[src/sv/tapp_pkg.sv]
// Shared constants, codes and command/status types of the three-axis PID controller.
package tapp_pkg;

  localparam int unsigned AXES       = 3;
  localparam int unsigned AXIS_W     = (AXES > 1) ? $clog2(AXES) : 1;
  localparam int unsigned POS_W      = 32;
  localparam int unsigned DT_W       = 16;
  localparam int unsigned GAIN_W     = 32;
  localparam int unsigned FRAC_W     = 16;
  localparam int unsigned INT_W      = 48;
  localparam int unsigned QUO_W      = POS_W + FRAC_W;
  localparam int unsigned DER_W      = QUO_W + 1;
  localparam int unsigned SPLIT_W    = 32;
  localparam int unsigned OPD_W      = SPLIT_W + 1;
  localparam int unsigned PROD_W     = 2 * OPD_W;
  localparam int unsigned ACC_W      = 84;
  localparam int unsigned CFG_IDX_W  = 2;
  localparam int unsigned DIV_CNT_W  = $clog2(QUO_W + 1);

  localparam logic [AXIS_W-1:0]    LAST_AXIS = AXIS_W'(AXES - 1);
  localparam logic [DIV_CNT_W-1:0] DIV_STEPS = DIV_CNT_W'(QUO_W);

  localparam logic [POS_W-1:0] POS_MAX = {1'b0, {(POS_W-1){1'b1}}};
  localparam logic [POS_W-1:0] POS_MIN = {1'b1, {(POS_W-1){1'b0}}};
  localparam logic [INT_W-1:0] INT_MAX = {1'b0, {(INT_W-1){1'b1}}};
  localparam logic [INT_W-1:0] INT_MIN = {1'b1, {(INT_W-1){1'b0}}};

  typedef enum logic [CFG_IDX_W-1:0] {
    REG_KP = 2'd0,
    REG_KI = 2'd1,
    REG_KD = 2'd2
  } reg_idx_e;

  typedef enum logic [2:0] {
    MUL_E_DT   = 3'd0,
    MUL_KP_E   = 3'd1,
    MUL_KI_ILO = 3'd2,
    MUL_KI_IHI = 3'd3,
    MUL_KD_DLO = 3'd4,
    MUL_KD_DHI = 3'd5,
    MUL_CTL_DT = 3'd6
  } mul_sel_e;

  typedef enum logic [1:0] {
    ACC_HOLD   = 2'd0,
    ACC_CLEAR  = 2'd1,
    ACC_ADD_LO = 2'd2,
    ACC_ADD_HI = 2'd3
  } acc_op_e;

  typedef struct packed {
    mul_sel_e          mul_sel;
    acc_op_e           acc_op;
    logic              latch_in;
    logic              calc_err;
    logic              start_div;
    logic              update_state;
    logic              load_d;
    logic              calc_ctl;
    logic              store_res;
    logic              load_out;
    logic [AXIS_W-1:0] axis;
  } cmd_t;

  typedef struct packed {
    logic div_busy;
  } stat_t;

endpackage

[src/sv/tapp_ctrl.sv]
// Controller: sequences the per-axis steps and owns the request handshakes.
module tapp_ctrl (
  input  logic            clk_i,
  input  logic            rst_ni,
  input  logic            in_valid_i,
  input  logic            target_present_i,
  output logic            in_ready_o,
  output logic            out_valid_o,
  input  logic            out_ready_i,
  input  tapp_pkg::stat_t stat_i,
  output tapp_pkg::cmd_t  cmd_o
);

  typedef enum logic [14:0] {
    ST_IDLE    = 15'h0001,
    ST_ERR     = 15'h0002,
    ST_MEDT    = 15'h0004,
    ST_INT     = 15'h0008,
    ST_KPA     = 15'h0010,
    ST_KIL     = 15'h0020,
    ST_KIH     = 15'h0040,
    ST_DWAIT   = 15'h0080,
    ST_KDL     = 15'h0100,
    ST_KDLA    = 15'h0200,
    ST_KDH     = 15'h0400,
    ST_CTL     = 15'h0800,
    ST_MOFF    = 15'h1000,
    ST_OFF     = 15'h2000,
    ST_PUBLISH = 15'h4000
  } state_e;

  state_e                      state_q, state_d;
  logic [tapp_pkg::AXIS_W-1:0] axis_q, axis_d;
  logic                        out_valid_q, out_valid_d;

  always_comb begin
    state_d     = state_q;
    axis_d      = axis_q;
    out_valid_d = out_valid_q;
    cmd_o         = '0;
    cmd_o.mul_sel = tapp_pkg::MUL_E_DT;
    cmd_o.acc_op  = tapp_pkg::ACC_HOLD;
    cmd_o.axis    = axis_q;
    if (out_valid_q && out_ready_i) begin
      out_valid_d = 1'b0;
    end
    case (state_q)
      ST_IDLE: begin
        if (in_valid_i && target_present_i) begin
          cmd_o.latch_in = 1'b1;
          axis_d         = '0;
          state_d        = ST_ERR;
        end
      end
      ST_ERR: begin
        cmd_o.calc_err = 1'b1;
        state_d        = ST_MEDT;
      end
      ST_MEDT: begin
        cmd_o.mul_sel   = tapp_pkg::MUL_E_DT;
        cmd_o.start_div = 1'b1;
        state_d         = ST_INT;
      end
      ST_INT: begin
        cmd_o.update_state = 1'b1;
        cmd_o.mul_sel      = tapp_pkg::MUL_KP_E;
        cmd_o.acc_op       = tapp_pkg::ACC_CLEAR;
        state_d            = ST_KPA;
      end
      ST_KPA: begin
        cmd_o.acc_op  = tapp_pkg::ACC_ADD_LO;
        cmd_o.mul_sel = tapp_pkg::MUL_KI_ILO;
        state_d       = ST_KIL;
      end
      ST_KIL: begin
        cmd_o.acc_op  = tapp_pkg::ACC_ADD_LO;
        cmd_o.mul_sel = tapp_pkg::MUL_KI_IHI;
        state_d       = ST_KIH;
      end
      ST_KIH: begin
        cmd_o.acc_op = tapp_pkg::ACC_ADD_HI;
        state_d      = ST_DWAIT;
      end
      ST_DWAIT: begin
        if (!stat_i.div_busy) begin
          cmd_o.load_d = 1'b1;
          state_d      = ST_KDL;
        end
      end
      ST_KDL: begin
        cmd_o.mul_sel = tapp_pkg::MUL_KD_DLO;
        state_d       = ST_KDLA;
      end
      ST_KDLA: begin
        cmd_o.acc_op  = tapp_pkg::ACC_ADD_LO;
        cmd_o.mul_sel = tapp_pkg::MUL_KD_DHI;
        state_d       = ST_KDH;
      end
      ST_KDH: begin
        cmd_o.acc_op = tapp_pkg::ACC_ADD_HI;
        state_d      = ST_CTL;
      end
      ST_CTL: begin
        cmd_o.calc_ctl = 1'b1;
        state_d        = ST_MOFF;
      end
      ST_MOFF: begin
        cmd_o.mul_sel = tapp_pkg::MUL_CTL_DT;
        state_d       = ST_OFF;
      end
      ST_OFF: begin
        cmd_o.store_res = 1'b1;
        if (axis_q == tapp_pkg::LAST_AXIS) begin
          state_d = ST_PUBLISH;
        end else begin
          axis_d  = axis_q + 1'b1;
          state_d = ST_ERR;
        end
      end
      ST_PUBLISH: begin
        if (!out_valid_q || out_ready_i) begin
          cmd_o.load_out = 1'b1;
          out_valid_d    = 1'b1;
          state_d        = ST_IDLE;
        end
      end
      default: begin
        state_d = ST_IDLE;
      end
    endcase
  end

  always_ff @(posedge clk_i or negedge rst_ni) begin
    if (!rst_ni) begin
      state_q     <= ST_IDLE;
      axis_q      <= '0;
      out_valid_q <= 1'b0;
    end else begin
      state_q     <= state_d;
      axis_q      <= axis_d;
      out_valid_q <= out_valid_d;
    end
  end

  assign in_ready_o  = (state_q == ST_IDLE);
  assign out_valid_o = out_valid_q;

endmodule

[config.mk]
export PLATFORM = sky130hd
export DESIGN_NAME = tapp_ctrl
export DESIGN_NICKNAME = d
export VERILOG_FILES = /design/src/sv/tapp_pkg.sv /design/src/sv/tapp_ctrl.sv
export SDC_FILE = /design/constraint.sdc
export NUM_CORES = 1
export LEC_CHECK = 0
export ABC_AREA = 0
export BUFFER_PORTS_ARGS = -buffer_cell sky130_fd_sc_hd__buf_2
export CORE_MARGIN = 4
export CORE_UTILIZATION = 56
export CTS_BUF_LIST = sky130_fd_sc_hd__clkbuf_8
export CTS_CLUSTER_SIZE = 12
export DETAILED_ROUTE_END_ITERATION = 16
export PLACE_DENSITY = 0.93
export SLEW_MARGIN = 10
export SYNTH_ARGS = -nofsm -noshare
export SYNTH_HDL_FRONTEND = slang
export SYNTH_SLANG_ARGS = --single-unit
[constraint.sdc]
create_clock -name clk_i -period 2.5 [get_ports clk_i]
set_input_delay 0.5 -clock clk_i [delete_from_list [all_inputs] [get_ports clk_i]]
set_output_delay 0.5 -clock clk_i [all_outputs]
set_load 0.02 [all_outputs]
Word level (Yosys, flattened, before mapping)
Index checks and enable logic that the tools add are counted.
W data, S select, Z words.
{"block": "classes", "muxes": 24, "add_sub_neg": 1, "eq_ne": 20, "n_reduce_logical": 9}
{"cell": "$pmux W15 S15", "count": 1}
{"cell": "$mux W15", "count": 4}
{"cell": "$pmux W3 S6", "count": 1}
{"cell": "$eq A15 B1 Y1 const B", "count": 1}
{"cell": "$eq A15 B10 Y1 const B", "count": 1}
{"cell": "$eq A15 B11 Y1 const B", "count": 1}
{"cell": "$eq A15 B12 Y1 const B", "count": 1}
{"cell": "$eq A15 B13 Y1 const B", "count": 1}
{"cell": "$eq A15 B14 Y1 const B", "count": 1}
{"cell": "$eq A15 B15 Y1 const B", "count": 1}
{"cell": "$eq A15 B2 Y1 const B", "count": 1}
{"cell": "$eq A15 B3 Y1 const B", "count": 1}
{"cell": "$eq A15 B4 Y1 const B", "count": 1}
{"cell": "$eq A15 B5 Y1 const B", "count": 1}
{"cell": "$eq A15 B6 Y1 const B", "count": 1}
{"cell": "$eq A15 B7 Y1 const B", "count": 1}
{"cell": "$eq A15 B8 Y1 const B", "count": 1}
{"cell": "$eq A15 B9 Y1 const B", "count": 1}
{"cell": "$mux W1", "count": 14}
{"cell": "$ne A2 B2 Y1 const B", "count": 3}
{"cell": "$pmux W2 S3", "count": 1}
{"cell": "$reduce_and A3 Y1", "count": 2}
{"cell": "$mux W2", "count": 2}
{"cell": "$pmux W2 S2", "count": 1}
{"cell": "other kinds (9)", "count": 10}
{"block": "word_totals", "input_bits": 6, "wordCells": 57, "ff_bits": 18}

Logic depth before layout (Yosys ltp)
{"block": "depth", "ltp_word": 4, "depth_mapped": 7, "ltp_nobuf": 5}

Least setup slack after synthesis
No wires, ideal clock.
{"block": "synth_path", "kind": "flip-flop to output port", "startpoint": "register state_q[1]", "endpoint": "output port cmd_o[5] (netlist bit)", "required_ns": 2.000, "t_arrival_ns": 1.946, "path_slack_ns": 0.054, "stages_incl_launch_ff": 5, "path_cell_list": "dfrtp_1 > or4_4 > nor4_2 > nand3_1 > nor3b_1"}
{"element": "start: declaration", "line_no": "tapp_ctrl.sv:32", "source": "state_e state_q, state_d;"}
{"element": "start signal: assignment", "line_no": "tapp_ctrl.sv:139", "source": "state_q <= state_d;"}
{"element": "end: declaration", "line_no": "tapp_ctrl.sv:11", "source": "output tapp_pkg::cmd_t cmd_o"}

==> results.md <==
* Max Cap Viol at 0
* Startpoint types: flip-flop
* Fin util at 80.2%
* CTS H-tree lvls at 1
* Top FF cell, synth: dfrtp_1
* Die area at 2810 µm²
* Unrepaired setup endpoints after global routing: yes
* Mean Syn Cell Area at 9.93 µm²
* Sequential Area at 453 µm²
* Layout cells sized above 1 at 47.4%
* Fin Clk Skew at 2.13 ps
* Clk_lat worst skew at 250 ps
* Chip height at 53.0 µm
* Cts hold-fix bufs at 0
* Min-Delay Path Class: input port to async pin
* Filler cells at 103
* Cell area after synthesis at 1130 µm²
* Clock slew at reported path FFs at 70 ps
* Power Dens Cells at 604 nW/µm²
* Final GP Congestion at 0.944
* Routed vias/inst at 6.01
* Number of synthesized flops with an enable pin at 0
* Port Buffers at 22
* Kind of critical path: flip-flop to primary output
* Max-slew violations at 0
* Placed insts at 173
* Vias at 1099
* Core ar. at 1940 µm²
* Synthesis-stage register bit count at 18
* Row count at 16
* Routed Antenna Nets at 0
* # setup viols final at 5
* Starting Density at 58.3%
* CTS root buf: clkbuf_8
* Pleak at 0.000821 µW
* Crit path cell chain: or4_4 > nor4_4 > buf_4 > nand4_1 > inv_1 > or3_4 > buf_6
* Area grow syn2layout at 37.6%
* Worst-case clock buffer depth at 2
* Peak supply drop at 588 µV
* Fin nets at 164
* Violated checks: negative setup slack
* Num CTS Buffers at 3
* Tcrit/Tclk final at 104%
* Largest net degree at the start of global routing at 19
* Arrival @ worst endpoint at 2110 ps
* Ports at 23
* Pre-CTS setup slack at 133 ps
* Area of the multi-input gates at 718 µm²
* Sequential area share after synthesis at 39.9%
* Most common cell after layout, fill and taps aside: buf_4
* CTS Sinks at 18
* All-Layer GR Usage at 26.0%
* Commonest non-fill, non-tap cells in the layout: buf_4 (23), dfrtp_1 (16), buf_2 (15), nand2_1 (9), nor2_1 (8)
* Congestion Overflow GR at 0
* Residual DRC at 0
* Setup crit end kind: primary output
* Post-synth ARST share at 100%
* First-pass GRT wire length at 5.26 mm
* Layout Cells excl Fill at 183
* Final hold violations at 0
* Slowest cell on crit path: or4_4
* Tmin final at 2610 ps
* Power, Total at 941 µW
* CP Max Fanout at 5
* Gate Count Post-Synth at 114
* Post-Syn Nets at 121
* Relative slew slack at 66.7%
* Vias in the first global route at 1101
* Hpwl dp at 2.23 mm
* Final setup margin at -108 ps
* Wire per inst at 18.5 µm
* Fmax at 383 MHz
* Status: finished with violations
* Routed WL at 3.38 mm
* Initial antenna violation count at 0
* WP data required at 2000 ps
* Initial DRC count at 45
* Diode count at 0
* Yosys cell types at 42
* Ys Warns at 0
* CP max stage delay at 570 ps
* Slew @ Worst Pin at 492 ps
* Die X at 53.0 µm
* Drt pass-1 iters at 4
* TritonCTS clock tree: done
==> registers in the layout (all words and copies together), names as in the netlist <==
register and count:
state_q 15, axis_q 2, out_valid_o 1
==> cells in the mapped netlist (2+ instances only) <==
cell type / n / area (µm²)
or4_4: 3 / 33.8
nand3_1: 4 / 20.0
dfrtp_1: 17 / 425
and4b_1: 5 / 50.1
or3_1: 3 / 18.8
nand2_1: 9 / 33.8
nor4_2: 2 / 25.0
nand4_1: 3 / 18.8
nor2b_1: 3 / 18.8
nor3_1: 6 / 30.0
or4_1: 2 / 15.0
nand2b_1: 3 / 18.8
nor3_4: 2 / 32.5
o21ai_0: 2 / 10.0
inv_1: 4 / 15.0
and3_1: 3 / 18.8
nor3b_1: 6 / 45.0
nor2_1: 10 / 37.5
xor2_1: 4 / 35.0
==> kinds of logic after synthesis <==
| group | share of synthesized area (%) |
|---|---|
| AO/OA/AOI/OAI | 4.86 |
| XOR/XNOR | 3.87 |
| adder cells (fa/ha/maj) | 1.10 |
| buffers and inverters | 4.53 |
| flip-flops | 39.9 |
| multiplexers | 1.33 |
| AND/OR/NAND/NOR | 44.4 |
==> worst paths after layout <==
check / from / end / slack, ps / depth (start not counted)
min in group clk_i: stat_i / state_q[8] / 460 / 2
worst max register to register: state_q[9] / axis_q[0] / 220 / 6
worst max-delay path: state_q[1] / cmd_o[12] / -110 / 7
worst min register to register: axis_q[1] / axis_q[1] / 560 / 1
worst min-delay path: rst_ni / state_q[8] / 160 / 1
max in group asynchronous: rst_ni / state_q[0] / 2020 / 1
==> metal layers <==
layer  global-route usage [%]  share of wire (%)  wire (µm)
met1                     31.3                 42       1410
met2                     44.8                 50       1690
met3                     3.66                5.6        188
met4                     12.3                2.7         90
met5                        0                  0          0
==> through the flow <==
| stage | hold WS [ps] | setup TNS, ps | instance area [µm²] |
|---|---|---|---|
| 6_report | 162 | -303 | 1560 |
| 5_1_grt | 194 | -813 | 1560 |
| 4_1_cts | 173 | -84.8 | 1480 |
| 3_3_place_gp | 442 | 0 | 1350 |
| 2_1_floorplan | 204 | 0 | 1130 |
| 3_5_place_dp | 446 | 0 | 1350 |
==> critical path, delay by kind of cell, from the launching register on <==
family                 cells  cell delay (ps)
buffers and inverters      3              410
flip-flops                 1              380
AND/OR/NAND/NOR            4             1050
==> cell type report <==
| class | count | area share (%) |
|---|---|---|
| Inverter | 4 | 0.964 |
| Tap cell | 27 | 2.17 |
| Clock buffer | 3 | 2.65 |
| Clock inverter | 1 | 0.241 |
| Sequential cell | 18 | 29.1 |
| Timing Repair Buffer | 42 | 18.8 |
| Multi-Input combinational cell | 88 | 46.1 |
==> report_power, final <==
group | internal (µW) | switching [µW]
clock network | 109 | 98.6
logic | 181 | 232
registers | 311 | 8.65
total | 602 | 339
==> what timing repair did <==
item,in CTS,in global routing
pin swaps,2,7
gates resized for setup,18,12
setup endpoints to repair,10,13
buffers inserted,2,4
(Power assumes the default switching activity.)
